`config.mk`:
```
export PLATFORM = sky130hd
export DESIGN_NAME = rabin_encrypt_decrypt_engine_core_flat
export DESIGN_NICKNAME = d
export VERILOG_FILES = /design/src/rtl/rabin_ed_pkg.sv /design/src/rtl/rabin_ed_cfg_if.sv /design/src/rtl/rabin_ed_in_if.sv /design/src/rtl/rabin_ed_out_if.sv /design/src/rtl/rabin_encrypt_decrypt_engine_core.sv /design/src/rtl/rabin_ed_alu.sv /design/src/flat_wrapper.sv
export VERILOG_INCLUDE_DIRS = /design/src /design/src/rtl
export SDC_FILE = /design/constraint.sdc
export NUM_CORES = 2
export LEC_CHECK = 0
export BUFFER_PORTS_ARGS = -buffer_cell sky130_fd_sc_hd__buf_2
export CORE_MARGIN = 4
export CORE_UTILIZATION = 65
export DETAILED_ROUTE_END_ITERATION = 8
export PLACE_DENSITY = 0.83
export SLEW_MARGIN = 25
export SYNTH_ARGS = -nofsm -noshare
export SYNTH_HDL_FRONTEND = slang
export SYNTH_SLANG_ARGS = --single-unit
```
`constraint.sdc`:
```
create_clock -name i_clk -period 10 [get_ports i_clk]
set_input_delay 2 -clock i_clk [delete_from_list [all_inputs] [get_ports i_clk]]
set_output_delay 2 -clock i_clk [all_outputs]
set_load 0.05 [all_outputs]
```
`src/rtl/rabin_encrypt_decrypt_engine_core_assert.svh`:
```
// Assertion macros shared by the engine RTL.
`ifndef RABIN_ENCRYPT_DECRYPT_ENGINE_CORE_ASSERT_SVH
`define RABIN_ENCRYPT_DECRYPT_ENGINE_CORE_ASSERT_SVH

// Same-cycle implication, disabled in reset.
`define RED_ASSERT_IMPL(lbl, clk, rst_n, ante, cons, msg) \
    lbl: assert property (@(posedge clk) disable iff (!rst_n) (ante) |-> (cons)) \
        else $error(msg);

// Next-cycle implication, disabled in reset.
`define RED_ASSERT_NEXT(lbl, clk, rst_n, ante, cons, msg) \
    lbl: assert property (@(posedge clk) disable iff (!rst_n) (ante) |=> (cons)) \
        else $error(msg);

`endif

```
`src/rtl/rabin_ed_pkg.sv`:
```
`timescale 1ns / 1ps
`default_nettype none
package rabin_ed_pkg;

    localparam int VALUE_W        = 32;
    localparam int ROOT_W         = 32;
    localparam int CFG_W          = 16;
    localparam int CFG_IDX_W      = 1;
    localparam int PRIME_BITS_DEF = 16;
    localparam int ALU_TOP_W      = $clog2(VALUE_W);

    localparam logic [CFG_W-1:0] PRIME_P_RST = 16'd7;
    localparam logic [CFG_W-1:0] PRIME_Q_RST = 16'd11;

    typedef enum logic {
        OP_ENCRYPT = 1'b0,
        OP_DECRYPT = 1'b1
    } t_opcode;

    typedef enum logic [CFG_IDX_W-1:0] {
        REG_PRIME_P = 1'b0,
        REG_PRIME_Q = 1'b1
    } t_cfg_idx;

    typedef enum logic {
        ALU_MOD    = 1'b0,
        ALU_MULMOD = 1'b1
    } t_alu_op;

    // top is the index of the first (most significant) operand bit to scan
    typedef struct packed {
        logic                 start;
        t_alu_op              op;
        logic [ALU_TOP_W-1:0] top;
    } t_alu_req;

endpackage
`default_nettype wire

```
`src/rtl/rabin_ed_cfg_if.sv`:
```
`timescale 1ns / 1ps
`default_nettype none
interface rabin_ed_cfg_if
    import rabin_ed_pkg::*;
();
    logic                 valid;
    logic                 ready;
    logic [CFG_IDX_W-1:0] index;
    logic [CFG_W-1:0]     data;

    modport source (output valid, output index, output data, input ready);
    modport sink   (input valid, input index, input data, output ready);
endinterface
`default_nettype wire

```
`src/rtl/rabin_ed_in_if.sv`:
```
`timescale 1ns / 1ps
`default_nettype none
interface rabin_ed_in_if
    import rabin_ed_pkg::*;
();
    logic               valid;
    logic               ready;
    t_opcode            opcode;
    logic [VALUE_W-1:0] value;

    modport source (output valid, output opcode, output value, input ready);
    modport sink   (input valid, input opcode, input value, output ready);
endinterface
`default_nettype wire

```
`src/rtl/rabin_ed_out_if.sv`:
```
`timescale 1ns / 1ps
`default_nettype none
interface rabin_ed_out_if
    import rabin_ed_pkg::*;
();
    logic              valid;
    logic              ready;
    logic [ROOT_W-1:0] root_a;
    logic [ROOT_W-1:0] root_b;
    logic [ROOT_W-1:0] root_c;
    logic [ROOT_W-1:0] root_d;

    modport source (output valid, output root_a, output root_b, output root_c,
                    output root_d, input ready);
    modport sink   (input valid, input root_a, input root_b, input root_c,
                    input root_d, output ready);
endinterface
`default_nettype wire

```
`src/rtl/rabin_encrypt_decrypt_engine_core.sv`:
```
`timescale 1ns / 1ps
`default_nettype none
`include "rabin_encrypt_decrypt_engine_core_assert.svh"
// Channel   Dir  Payload                               Transaction
// i_cfg     in   index, data (prime_p=0, prime_q=1)    valid & ready, ready always high
// i_in      in   opcode, value                         valid & ready, ready only when idle
// o_out     out  root_a, root_b, root_c, root_d        valid & ready, held until taken
//
// One item at a time; all modular reductions and products run through one serial add-and-reduce unit.
// Encrypt: value mod n, then c*c mod n, NW = 2*PW.
// Decrypt: Euclid plus two exponentiations, one per prime.
// Synchronous active-low reset loads prime_p = 7, prime_q = 11; a stalled result holds.
module rabin_encrypt_decrypt_engine_core
    import rabin_ed_pkg::*;
#(
    parameter int PRIME_BITS = PRIME_BITS_DEF
) (
    input  wire logic       i_clk,
    input  wire logic       i_rst_n,
    rabin_ed_cfg_if.sink    i_cfg,
    rabin_ed_in_if.sink     i_in,
    rabin_ed_out_if.source  o_out
);

    localparam int PW  = (PRIME_BITS < CFG_W) ? PRIME_BITS : CFG_W;
    localparam int NW  = 2 * PW;
    localparam int CW  = PW + 2;
    localparam int EIW = $clog2(PW);

    typedef enum logic [12:0] {
        S_IDLE    = 13'b0000000000001,
        S_CMOD    = 13'b0000000000010,
        S_ENC     = 13'b0000000000100,
        S_EU_CHK  = 13'b0000000001000,
        S_EU_DIV  = 13'b0000000010000,
        S_PW_BASE = 13'b0000000100000,
        S_PW_SQ   = 13'b0000001000000,
        S_PW_MUL  = 13'b0000010000000,
        S_SMOD    = 13'b0000100000000,
        S_CRT     = 13'b0001000000000,
        S_FIN     = 13'b0010000000000,
        S_NEG     = 13'b0100000000000,
        S_OUT     = 13'b1000000000000
    } t_state;

    t_state r_state, n_state;
    logic   r_wait, n_wait;
    logic [1:0] r_sub, n_sub;
    logic   r_side, n_side;
    logic [EIW-1:0] r_eidx, n_eidx;

    logic [PW-1:0] r_p;
    logic [PW-1:0] r_q;
    logic [NW-1:0] r_n;

    t_opcode            r_op;
    logic [VALUE_W-1:0] r_val;
    logic [NW-1:0]      r_c;
    logic [PW-1:0]      r_a0, r_b0;
    logic signed [CW-1:0] r_a1, r_a2, r_b1, r_b2;
    logic [PW-1:0]      r_base, r_acc, r_u, r_v;
    logic [NW-1:0]      r_sp, r_tq, r_t1, r_t2;
    logic [NW-1:0]      r_ra, r_rb, r_rc, r_rd;

    t_alu_req           alu_req;
    logic [NW-1:0]      alu_a;
    logic [VALUE_W-1:0] alu_x;
    logic [NW-1:0]      alu_m;
    logic               alu_done;
    logic [NW-1:0]      alu_res;
    logic [PW-1:0]      alu_quo;

    logic          in_acc;
    logic          prime_zero;
    logic [PW-1:0] pm;
    logic [PW:0]   pm_inc;
    logic [PW-2:0] e_raw;
    logic [PW-1:0] e_full;
    logic          e_bit;
    logic          pw_adv;
    logic          alu_state;
    logic signed [CW-1:0] jb1, jb2;
    logic signed [CW-1:0] smod_sel;
    logic [CW-1:0] smod_abs;
    logic [NW-1:0] smod_fix;
    logic [NW:0]   fin_s;
    logic [NW-1:0] fin_m1, fin_m2;

    assign i_cfg.ready = 1'b1;
    assign i_in.ready  = (r_state == S_IDLE);
    assign in_acc      = i_in.valid && i_in.ready;
    assign prime_zero  = (r_p == '0) || (r_q == '0);

    // exponent (pm+1)/4 of the side being worked on, zero taken as one
    assign pm     = r_side ? r_q : r_p;
    assign pm_inc = (PW+1)'(pm) + (PW+1)'(1);
    assign e_raw  = pm_inc[PW:2];
    assign e_full = (e_raw == '0) ? PW'(1) : PW'(e_raw);
    assign e_bit  = e_full[r_eidx];
    assign pw_adv = alu_done && ((r_state == S_PW_SQ && !e_bit) || r_state == S_PW_MUL);

    // Euclid coefficient update; true values fit CW bits, so truncation is exact
    assign jb1 = $signed({2'b00, alu_quo}) * r_b1;
    assign jb2 = $signed({2'b00, alu_quo}) * r_b2;

    assign smod_sel = r_sub[0] ? r_a2 : r_a1;
    assign smod_abs = smod_sel[CW-1] ? CW'(-smod_sel) : CW'(smod_sel);
    assign smod_fix = (smod_sel[CW-1] && alu_res != '0) ? r_n - alu_res : alu_res;

    assign fin_s  = {1'b0, r_t1} + {1'b0, r_t2};
    assign fin_m1 = (fin_s >= {1'b0, r_n}) ? NW'(fin_s - {1'b0, r_n}) : fin_s[NW-1:0];
    assign fin_m2 = r_t1 - r_t2 + ((r_t1 < r_t2) ? r_n : '0);

    assign alu_state = (r_state == S_CMOD) || (r_state == S_ENC) || (r_state == S_EU_DIV)
                       || (r_state == S_PW_BASE) || (r_state == S_PW_SQ)
                       || (r_state == S_PW_MUL) || (r_state == S_SMOD) || (r_state == S_CRT);

    always_comb begin
        alu_req.start = alu_state && !r_wait;
        alu_req.op    = ALU_MOD;
        alu_req.top   = ALU_TOP_W'(VALUE_W - 1);
        alu_a         = '0;
        alu_x         = r_val;
        alu_m         = r_n;
        unique case (r_state)
            S_ENC: begin
                alu_req.op  = ALU_MULMOD;
                alu_req.top = ALU_TOP_W'(NW - 1);
                alu_a       = r_c;
                alu_x       = VALUE_W'(r_c);
            end
            S_EU_DIV: begin
                alu_req.top = ALU_TOP_W'(PW - 1);
                alu_x       = VALUE_W'(r_a0);
                alu_m       = NW'(r_b0);
            end
            S_PW_BASE: begin
                alu_req.top = ALU_TOP_W'(NW - 1);
                alu_x       = VALUE_W'(r_c);
                alu_m       = NW'(pm);
            end
            S_PW_SQ, S_PW_MUL: begin
                alu_req.op  = ALU_MULMOD;
                alu_req.top = ALU_TOP_W'(PW - 1);
                alu_a       = NW'(r_acc);
                alu_x       = (r_state == S_PW_MUL) ? VALUE_W'(r_base) : VALUE_W'(r_acc);
                alu_m       = NW'(pm);
            end
            S_SMOD: begin
                alu_req.top = ALU_TOP_W'(CW - 1);
                alu_x       = VALUE_W'(smod_abs);
            end
            S_CRT: begin
                alu_req.op  = ALU_MULMOD;
                alu_req.top = r_sub[0] ? ALU_TOP_W'(PW - 1) : ALU_TOP_W'(NW - 1);
                case (r_sub)
                    2'd0: begin
                        alu_a = NW'(r_u);
                        alu_x = VALUE_W'(r_tq);
                    end
                    2'd1: begin
                        alu_a = r_t1;
                        alu_x = VALUE_W'(r_q);
                    end
                    2'd2: begin
                        alu_a = NW'(r_v);
                        alu_x = VALUE_W'(r_sp);
                    end
                    default: begin
                        alu_a = r_t2;
                        alu_x = VALUE_W'(r_p);
                    end
                endcase
            end
            default: begin
            end
        endcase
    end

    rabin_ed_alu #(
        .NW(NW),
        .QW(PW)
    ) u_alu (
        .i_clk  (i_clk),
        .i_rst_n(i_rst_n),
        .i_req  (alu_req),
        .i_a    (alu_a),
        .i_x    (alu_x),
        .i_m    (alu_m),
        .o_done (alu_done),
        .o_res  (alu_res),
        .o_quo  (alu_quo)
    );

    always_comb begin
        n_state = r_state;
        n_wait  = r_wait;
        n_sub   = r_sub;
        n_side  = r_side;
        n_eidx  = r_eidx;
        if (alu_req.start) begin
            n_wait = 1'b1;
        end
        if (alu_done) begin
            n_wait = 1'b0;
        end
        unique case (r_state)
            S_IDLE: begin
                if (in_acc) begin
                    n_state = prime_zero ? S_OUT : S_CMOD;
                    n_side  = 1'b0;
                    n_sub   = 2'd0;
                end
            end
            S_CMOD: begin
                if (alu_done) begin
                    n_state = (r_op == OP_DECRYPT) ? S_EU_CHK : S_ENC;
                end
            end
            S_ENC: begin
                if (alu_done) begin
                    n_state = S_OUT;
                end
            end
            S_EU_CHK: begin
                n_state = (r_b0 == '0) ? S_PW_BASE : S_EU_DIV;
            end
            S_EU_DIV: begin
                if (alu_done) begin
                    n_state = S_EU_CHK;
                end
            end
            S_PW_BASE: begin
                if (alu_done) begin
                    n_state = S_PW_SQ;
                    n_eidx  = EIW'(PW - 1);
                end
            end
            S_PW_SQ: begin
                if (alu_done && e_bit) begin
                    n_state = S_PW_MUL;
                end
            end
            S_PW_MUL: begin
            end
            S_SMOD: begin
                if (alu_done) begin
                    if (r_sub == 2'd0) begin
                        n_sub = 2'd1;
                    end else begin
                        n_sub   = 2'd0;
                        n_state = S_CRT;
                    end
                end
            end
            S_CRT: begin
                if (alu_done) begin
                    n_sub = r_sub + 2'd1;
                    if (r_sub == 2'd3) begin
                        n_state = S_FIN;
                    end
                end
            end
            S_FIN: begin
                n_state = S_NEG;
            end
            S_NEG: begin
                n_state = S_OUT;
            end
            S_OUT: begin
                if (o_out.ready) begin
                    n_state = S_IDLE;
                end
            end
            default: begin
                n_state = S_IDLE;
            end
        endcase
        // next exponent bit, or move on once both roots are done
        if (pw_adv) begin
            if (r_eidx == '0) begin
                if (!r_side) begin
                    n_side  = 1'b1;
                    n_state = S_PW_BASE;
                end else begin
                    n_sub   = 2'd0;
                    n_state = S_SMOD;
                end
            end else begin
                n_eidx  = r_eidx - 1'b1;
                n_state = S_PW_SQ;
            end
        end
    end

    always_ff @(posedge i_clk) begin
        if (!i_rst_n) begin
            r_state <= S_IDLE;
            r_wait  <= 1'b0;
            r_sub   <= 2'd0;
            r_side  <= 1'b0;
            r_eidx  <= '0;
            r_p     <= PRIME_P_RST[PW-1:0];
            r_q     <= PRIME_Q_RST[PW-1:0];
        end else begin
            r_state <= n_state;
            r_wait  <= n_wait;
            r_sub   <= n_sub;
            r_side  <= n_side;
            r_eidx  <= n_eidx;
            if (i_cfg.valid) begin
                unique case (t_cfg_idx'(i_cfg.index))
                    REG_PRIME_P: r_p <= i_cfg.data[PW-1:0];
                    REG_PRIME_Q: r_q <= i_cfg.data[PW-1:0];
                    default: begin
                    end
                endcase
            end
        end
    end

    always_ff @(posedge i_clk) begin
        r_n <= NW'(r_p) * NW'(r_q);
        if (in_acc) begin
            r_val <= i_in.value;
            r_op  <= i_in.opcode;
            r_a0  <= r_p;
            r_a1  <= CW'(1);
            r_a2  <= '0;
            r_b0  <= r_q;
            r_b1  <= '0;
            r_b2  <= CW'(1);
            r_ra  <= '0;
            r_rb  <= '0;
            r_rc  <= '0;
            r_rd  <= '0;
        end
        if (alu_done) begin
            case (r_state)
                S_CMOD: r_c  <= alu_res;
                S_ENC:  r_ra <= alu_res;
                S_EU_DIV: begin
                    r_a0 <= r_b0;
                    r_a1 <= r_b1;
                    r_a2 <= r_b2;
                    r_b0 <= alu_res[PW-1:0];
                    r_b1 <= r_a1 - jb1;
                    r_b2 <= r_a2 - jb2;
                end
                S_PW_BASE: begin
                    r_base <= alu_res[PW-1:0];
                    r_acc  <= (pm == PW'(1)) ? '0 : PW'(1);
                end
                S_PW_SQ, S_PW_MUL: begin
                    r_acc <= alu_res[PW-1:0];
                end
                S_SMOD: begin
                    if (r_sub[0]) begin
                        r_tq <= smod_fix;
                    end else begin
                        r_sp <= smod_fix;
                    end
                end
                S_CRT: begin
                    if (r_sub[1]) begin
                        r_t2 <= alu_res;
                    end else begin
                        r_t1 <= alu_res;
                    end
                end
                default: begin
                end
            endcase
        end
        if (pw_adv && r_eidx == '0) begin
            if (r_side) begin
                r_v <= alu_res[PW-1:0];
            end else begin
                r_u <= alu_res[PW-1:0];
            end
        end
        if (r_state == S_FIN) begin
            r_ra <= fin_m1;
            r_rc <= fin_m2;
        end
        if (r_state == S_NEG) begin
            r_rb <= (r_ra == '0) ? '0 : r_n - r_ra;
            r_rd <= (r_rc == '0) ? '0 : r_n - r_rc;
        end
    end

    assign o_out.valid  = (r_state == S_OUT);
    assign o_out.root_a = ROOT_W'(r_ra);
    assign o_out.root_b = ROOT_W'(r_rb);
    assign o_out.root_c = ROOT_W'(r_rc);
    assign o_out.root_d = ROOT_W'(r_rd);

    `RED_ASSERT_IMPL(a_done_while_wait, i_clk, i_rst_n, alu_done, r_wait, "alu done without a pending job")
    `RED_ASSERT_NEXT(a_accept_next, i_clk, i_rst_n, in_acc, (r_state == S_CMOD) || (r_state == S_OUT), "bad state after accept")
    `RED_ASSERT_IMPL(a_enc_zero, i_clk, i_rst_n, o_out.valid && (r_op == OP_ENCRYPT), (r_rb == '0) && (r_rc == '0) && (r_rd == '0), "encrypt result with nonzero roots")

endmodule
`default_nettype wire

```
`src/rtl/rabin_ed_alu.sv`:
```
`timescale 1ns / 1ps
`default_nettype none
`include "rabin_encrypt_decrypt_engine_core_assert.svh"
// Bit-serial modular unit: one add-and-reduce per cycle.
//   ALU_MOD   : res = x mod m, quotient bits collected in o_quo
//   ALU_MULMOD: res = a * x mod m (needs a < m), an extra add phase per set bit of x
module rabin_ed_alu
    import rabin_ed_pkg::*;
#(
    parameter int NW = 2 * PRIME_BITS_DEF,
    parameter int QW = PRIME_BITS_DEF
) (
    input  wire logic               i_clk,
    input  wire logic               i_rst_n,
    input  wire t_alu_req           i_req,
    input  wire logic [NW-1:0]      i_a,
    input  wire logic [VALUE_W-1:0] i_x,
    input  wire logic [NW-1:0]      i_m,
    output logic                    o_done,
    output logic [NW-1:0]           o_res,
    output logic [QW-1:0]           o_quo
);

    logic                 r_run;
    logic                 r_phase;
    logic                 r_done;
    t_alu_op              r_op;
    logic [ALU_TOP_W-1:0] r_cnt;
    logic [NW-1:0]        r_a;
    logic [VALUE_W-1:0]   r_x;
    logic [NW-1:0]        r_m;
    logic [NW-1:0]        r_r;
    logic [QW-1:0]        r_quo;

    logic          cur_bit;
    logic [NW-1:0] addend;
    logic [NW:0]   sum;
    logic          ge;
    logic [NW-1:0] red;
    logic          bit_end;

    assign cur_bit = r_x[r_cnt];
    assign addend  = (r_op == ALU_MULMOD && r_phase) ? r_a : r_r;
    assign sum     = {1'b0, r_r} + {1'b0, addend}
                     + (NW+1)'((r_op == ALU_MOD) && cur_bit);
    assign ge      = (sum >= {1'b0, r_m});
    assign red     = ge ? NW'(sum - {1'b0, r_m}) : sum[NW-1:0];
    // a multiply bit with a one needs the extra add phase before moving on
    assign bit_end = (r_op == ALU_MOD) || r_phase || !cur_bit;

    always_ff @(posedge i_clk) begin
        if (!i_rst_n) begin
            r_run   <= 1'b0;
            r_phase <= 1'b0;
            r_done  <= 1'b0;
        end else begin
            r_done <= 1'b0;
            if (i_req.start) begin
                r_run   <= 1'b1;
                r_phase <= 1'b0;
            end else if (r_run) begin
                r_phase <= !bit_end;
                if (bit_end && r_cnt == '0) begin
                    r_run  <= 1'b0;
                    r_done <= 1'b1;
                end
            end
        end
    end

    always_ff @(posedge i_clk) begin
        if (i_req.start) begin
            r_op  <= i_req.op;
            r_cnt <= i_req.top;
            r_a   <= i_a;
            r_x   <= i_x;
            r_m   <= i_m;
            r_r   <= '0;
        end else if (r_run) begin
            r_r <= red;
            if (r_op == ALU_MOD) begin
                r_quo <= {r_quo[QW-2:0], ge};
            end
            if (bit_end && r_cnt != '0) begin
                r_cnt <= r_cnt - 1'b1;
            end
        end
    end

    assign o_done = r_done;
    assign o_res  = r_r;
    assign o_quo  = r_quo;

    `RED_ASSERT_IMPL(a_alu_res_range, i_clk, i_rst_n, r_done, r_r < r_m, "alu result not reduced")
    `RED_ASSERT_IMPL(a_alu_no_restart, i_clk, i_rst_n, i_req.start, !r_run, "alu started while busy")

endmodule
`default_nettype wire
```
`src/flat_wrapper.sv`:
```
// flat-port wrapper written by rule: the top's interface ports become plain ports
module rabin_encrypt_decrypt_engine_core_flat import rabin_ed_pkg::*;
#(
    parameter int PRIME_BITS = PRIME_BITS_DEF
)
  (i_clk, i_rst_n, i_cfg_valid, i_cfg_index, i_cfg_data, i_cfg_ready, i_in_valid, i_in_opcode, i_in_value, i_in_ready, o_out_valid, o_out_root_a, o_out_root_b, o_out_root_c, o_out_root_d, o_out_ready);
  rabin_ed_cfg_if i_cfg_i ();
  rabin_ed_in_if i_in_i ();
  rabin_ed_out_if o_out_i ();
  input  wire logic i_clk;
  input  wire logic i_rst_n;
  input wire logic [$bits(i_cfg_i.valid)-1:0] i_cfg_valid;
  input wire logic [$bits(i_cfg_i.index)-1:0] i_cfg_index;
  input wire logic [$bits(i_cfg_i.data)-1:0] i_cfg_data;
  output wire logic [$bits(i_cfg_i.ready)-1:0] i_cfg_ready;
  input wire logic [$bits(i_in_i.valid)-1:0] i_in_valid;
  input wire logic [$bits(i_in_i.opcode)-1:0] i_in_opcode;
  input wire logic [$bits(i_in_i.value)-1:0] i_in_value;
  output wire logic [$bits(i_in_i.ready)-1:0] i_in_ready;
  output wire logic [$bits(o_out_i.valid)-1:0] o_out_valid;
  output wire logic [$bits(o_out_i.root_a)-1:0] o_out_root_a;
  output wire logic [$bits(o_out_i.root_b)-1:0] o_out_root_b;
  output wire logic [$bits(o_out_i.root_c)-1:0] o_out_root_c;
  output wire logic [$bits(o_out_i.root_d)-1:0] o_out_root_d;
  input wire logic [$bits(o_out_i.ready)-1:0] o_out_ready;
  assign i_cfg_i.valid = i_cfg_valid;
  assign i_cfg_i.index = i_cfg_index;
  assign i_cfg_i.data = i_cfg_data;
  assign i_cfg_ready = i_cfg_i.ready;
  assign i_in_i.valid = i_in_valid;
  assign i_in_i.opcode = i_in_opcode;
  assign i_in_i.value = i_in_value;
  assign i_in_ready = i_in_i.ready;
  assign o_out_valid = o_out_i.valid;
  assign o_out_root_a = o_out_i.root_a;
  assign o_out_root_b = o_out_i.root_b;
  assign o_out_root_c = o_out_i.root_c;
  assign o_out_root_d = o_out_i.root_d;
  assign o_out_i.ready = o_out_ready;
  rabin_encrypt_decrypt_engine_core #(.PRIME_BITS(PRIME_BITS)) u_core (.i_clk(i_clk), .i_rst_n(i_rst_n), .i_cfg(i_cfg_i), .i_in(i_in_i), .o_out(o_out_i));
endmodule
```
==> reports/results.txt <==
The number of buffer and inverter instances along the worst setup path works out to 1. Ranked by instance count, the synthesized netlist is headed by 915 x inv_1, 798 x nand2_1, 526 x ha_1, 483 x fa_1, 471 x edfxtp_1. For the detailed-router iteration count before antenna repair, the log shows 8. After detailed routing, the number of remaining DRC violations is 0. The relative max-transition margin was 24.1%; the fraction of final layout cells with drive strength greater than 1 was 7.65%. The post-synthesis average cell area is 9.13 um^2. For the unique cell type count in the Yosys netlist, the log shows 102.

Grouping stages by cell kind, the critical path spends the most delay in compound AO/OA/AOI/OAI gates. The clock tree root buffer cell is clkbuf_16. Dividing the detail-routed wire length by the instance count gives 24.6 um. The congestion estimate from routability-driven global placement came to 0.981. The run gives 349 uV as the worst voltage drop across the vdd grid.

186 I/O pins were placed. For this configuration, the core starts out at a cell density of 65.8%. Setup repair after global routing left no endpoint under its margin. The number of cells on the worst reg-to-reg path is 26. Highest net fanout along the worst path: 25.

The setup path with the least slack is of type reg -> reg. The H-tree depth is 3. The total number of nets in the final design is 8,115, and the overall die height is 322 um.

Summing the areas of all and, or, nand and nor instances in the mapped netlist gives 15.5% of the synthesized area. Top-area cell type share of the netlist area: 22.1%. The worst setup path is captured at a flip-flop.

The most used flip-flop cell after synthesis was edfxtp_1. The share of the core filled with cells was 71.1%. Across every metal layer, demand over resource in global routing totals 39.6%.

Worst-case clock skew: 0.0448 ns. The tools report the number of buffers on the longest clock path as 3. For the total of warnings raised by yosys, the log shows 0. The flow ran to the end, and the final reports show no timing, DRC or antenna violations.

During placement, the flow inserted port buffers numbering 184. The number of enable flip-flop cells after synthesis came out at 471. After synthesis, the largest family of logic cells by area is adder cells. For this design, the sink count on the clock tree is 727. The core area is 97,100 um^2, and the areal power density over the cells is 229 nW/um^2.

The final route contains 54,300 vias. Global routing finished with a remaining overflow of 0. The startpoint identified for the worst register-to-register timing path is u_core.u_alu.r_cnt[0]. edfxtp_1 takes more of the synthesized area than any other cell.

The via density per instance is 6.47, and the compound-cell area share of the yosys netlist is 14.5%. The sequential cell area fraction in the yosys report was 30.1%. Registers take 19,300 um^2. The worst hold path terminates at u_core.r_a2[17]. The path class of the tightest hold or removal check is reg -> reg. The cell that appears most often on the critical path is a211oi_1. The number of hold buffers added after CTS is 0, and the multiplexer fraction of the synthesized cell area is 2.39%.

Adding up every negative setup slack in the final design gives 0 ns. The area occupied by multi-input gates came out at 40,000 um^2. The tools report the required time of the critical path as 10.56 ns.

Time the worst path needs with I/O delays and setup: 7.83 ns. The count of nets left with antenna violations once routing finished came out at 0. After clock tree synthesis, the setup repair step added 0 buffers. The cell with the largest stage delay on the worst path was edfxtp_1. Fill cells in the final layout number 7,311. The slack of the worst reg-to-reg path was 2.17 ns; the number of buffers added by the clock tree synthesis step was 82. Of the total synthesized cell area, the portion taken by XOR and XNOR cells is 4.64%. The run gives 206,000 um as the wire length reported by the detailed router.

Row generation in the floorplan step produced 114 rows. Layout overhead on the synthesized area: 7.98%. For the endpoint arrival time on the critical path, the log shows 8.39 ns.

In this run, post-CTS repair resized a total of 0 instances. The final max-slew violation count is 0. The tools report the final count of hold timing violations as 0. The largest single stage delay on the critical path is 0.78 ns.

The logs give 7,002 for the post-synthesis instance total and 154,000 um for the estimated wirelength of the detail-placed design. In this run, the number of DRC markers left after iteration 0 of detailed routing was 6,959. The arithmetic-cell share of the synthesized area counting full adders, half adders and majority gates is 25.4%, and the die outline width is 322 um. The launch point of the worst hold path is u_core.r_b2[17]. For the number of max-cap violations, the log shows 0.

TritonCTS built the clock tree. The terminus of the critical flop-to-flop path is u_core.u_alu.o_res[29]. The fraction of registers with async set/reset was 0%; the leakage component of the power was 30.3 nW.

The clock transition at the registers of the reported paths is 0.06 ns, and the cell area after technology mapping is 63,900 um^2. The die covers 103,000 um^2. Number of global-route vias before repair: 53,400.

The worst hold path passes through 2 cells. The initial antenna violation count was 8; the flip-flop and latch count after synthesis was 727. The logs give 75 for the largest net degree at the start of global routing and 0 for the number of endpoints failing setup at the final stage. Derived from the worst setup path, the maximum achievable clock frequency is 0.128 GHz. Yosys instantiated no cell more often than inv_1.

The portion of the clock cycle consumed by the worst path in the final layout is 78.3%, and the insertion delay to the later sink of the worst-skew pair is 0.68 ns. The worst setup path is launched from a flip-flop. The first-pass GRT wire length is 314,000 um. Synthesis produced a netlist with a net count of 8,066.

The transition time of the tightest slew-check pin was 1.14 ns. By area the synthesized netlist is led by edfxtp_1 22%, fa_1 15%, ha_1 10%.
## tightest hold or removal path: cells and delay by family (launching register included)
kind | cells | cell delay (ns)
flip-flops | 1 | 0.32
AND/OR/NAND/NOR | 2 | 0.09
## power by group
part           internal, mW  switching [mW]  total (mW)
Clock                  1.97            1.36        3.33
Sequential             3.77           0.549        4.32
Combinational          3.04            5.13        8.18
## logic make-up (layout without fill, tap and decap cells)
family | Yosys count | after routing
other cells | 1 | 2
compound gates | 1450 | 1450
flops | 727 | 727
xor+xnor | 338 | 338
fa+ha+maj | 1009 | 1009
simple gates | 2094 | 2094
buf+inv | 1247 | 1365
mux | 136 | 136
## cells in the final DEF (no fill, tap or decap), types with 91 or more instances in the layout
master / synthesis / layout
ha_1: 526 / 523
dfxtp_1: 256 / 254
nand3_1: 127 / 127
a21oi_1: 443 / 443
o21ai_0: 334 / 334
xnor2_1: 213 / 213
buf_2: 10 / 184
edfxtp_1: 471 / 471
fa_1: 483 / 483
inv_1: 915 / 914
xor2_1: 124 / 124
a21o_1: 97 / 97
mux2i_1: 91 / 91
nor3_1: 156 / 151
nand2_1: 798 / 795
nor2_1: 406 / 405
and2_1: 252 / 249
buf_4: 6 / 109
## final cells by class
type	instances	area share, %
sequential	727	27.9
multi-input combinational	5028	58.0
clock inverter	52	0.973
clock buffer	101	3.29
timing repair buffer	293	2.52
inverter	919	5.00
antenna	1	0.00362
tap	1276	2.31
## per-layer routing
metal | track usage [%] | part of all wire, % | wire [um]
met1 | 53.6 | 38 | 78800
met4 | 18.8 | 5.9 | 12200
met2 | 60.2 | 44 | 90000
met5 | 0 | 0.027 | 56
met3 | 9.93 | 12 | 25200
## registers in the layout, indices dropped and copies added, names as in the netlist, 18 cells and up
name                 cells
u_core.o_out.root_c     32
u_core.o_out.root_d     32
u_core.r_t2             32
u_core.r_val            32
u_core.o_out.root_b     32
u_core.u_alu.r_x        32
u_core.r_sp             32
u_core.u_alu.r_m        32
u_core.u_alu.o_res      32
u_core.u_alu.r_a        32
u_core.r_n              32
u_core.r_a1             18
u_core.r_c              32
u_core.r_tq             32
u_core.r_b2             18
u_core.r_b1             18
u_core.o_out.root_a     32
u_core.r_t1             32
u_core.r_a2             18
## through the flow
step	total power, mW	setup WS, ns	cells	instance area (um^2)	hold slack, ns
finish	15.8	2.17	8397	69000	0.452
global route	16.7	1.58	8396	69000	0.485
CTS	15.6	2.19	8396	69000	0.442
detailed placement	12.2	2.29	8243	66100	0.449
global placement	12.2	2.37	8243	66100	0.449
floorplan	9.99	3.09	7002	63900	0.424
## worst max-delay path by stage
| stage | from | endpoint | slack [ns] | cells after the start |
|---|---|---|---|---|
| after floorplan | u_core.u_alu.r_cnt[0] | u_core.u_alu.o_res[28] | 3.09 | 26 |
| after global placement | u_core.u_alu.r_cnt[0] | u_core.u_alu.o_res[28] | 2.37 | 26 |
| after detailed placement | u_core.u_alu.r_cnt[0] | u_core.u_alu.o_res[29] | 2.29 | 26 |
| after CTS | u_core.u_alu.r_cnt[0] | u_core.u_alu.o_res[29] | 2.19 | 26 |
| after global routing | u_core.u_alu.r_cnt[0] | u_core.u_alu.o_res[29] | 1.58 | 26 |
| final | u_core.u_alu.r_cnt[0] | u_core.u_alu.o_res[29] | 2.17 | 26 |
Power figures use the tool's default switching activity.
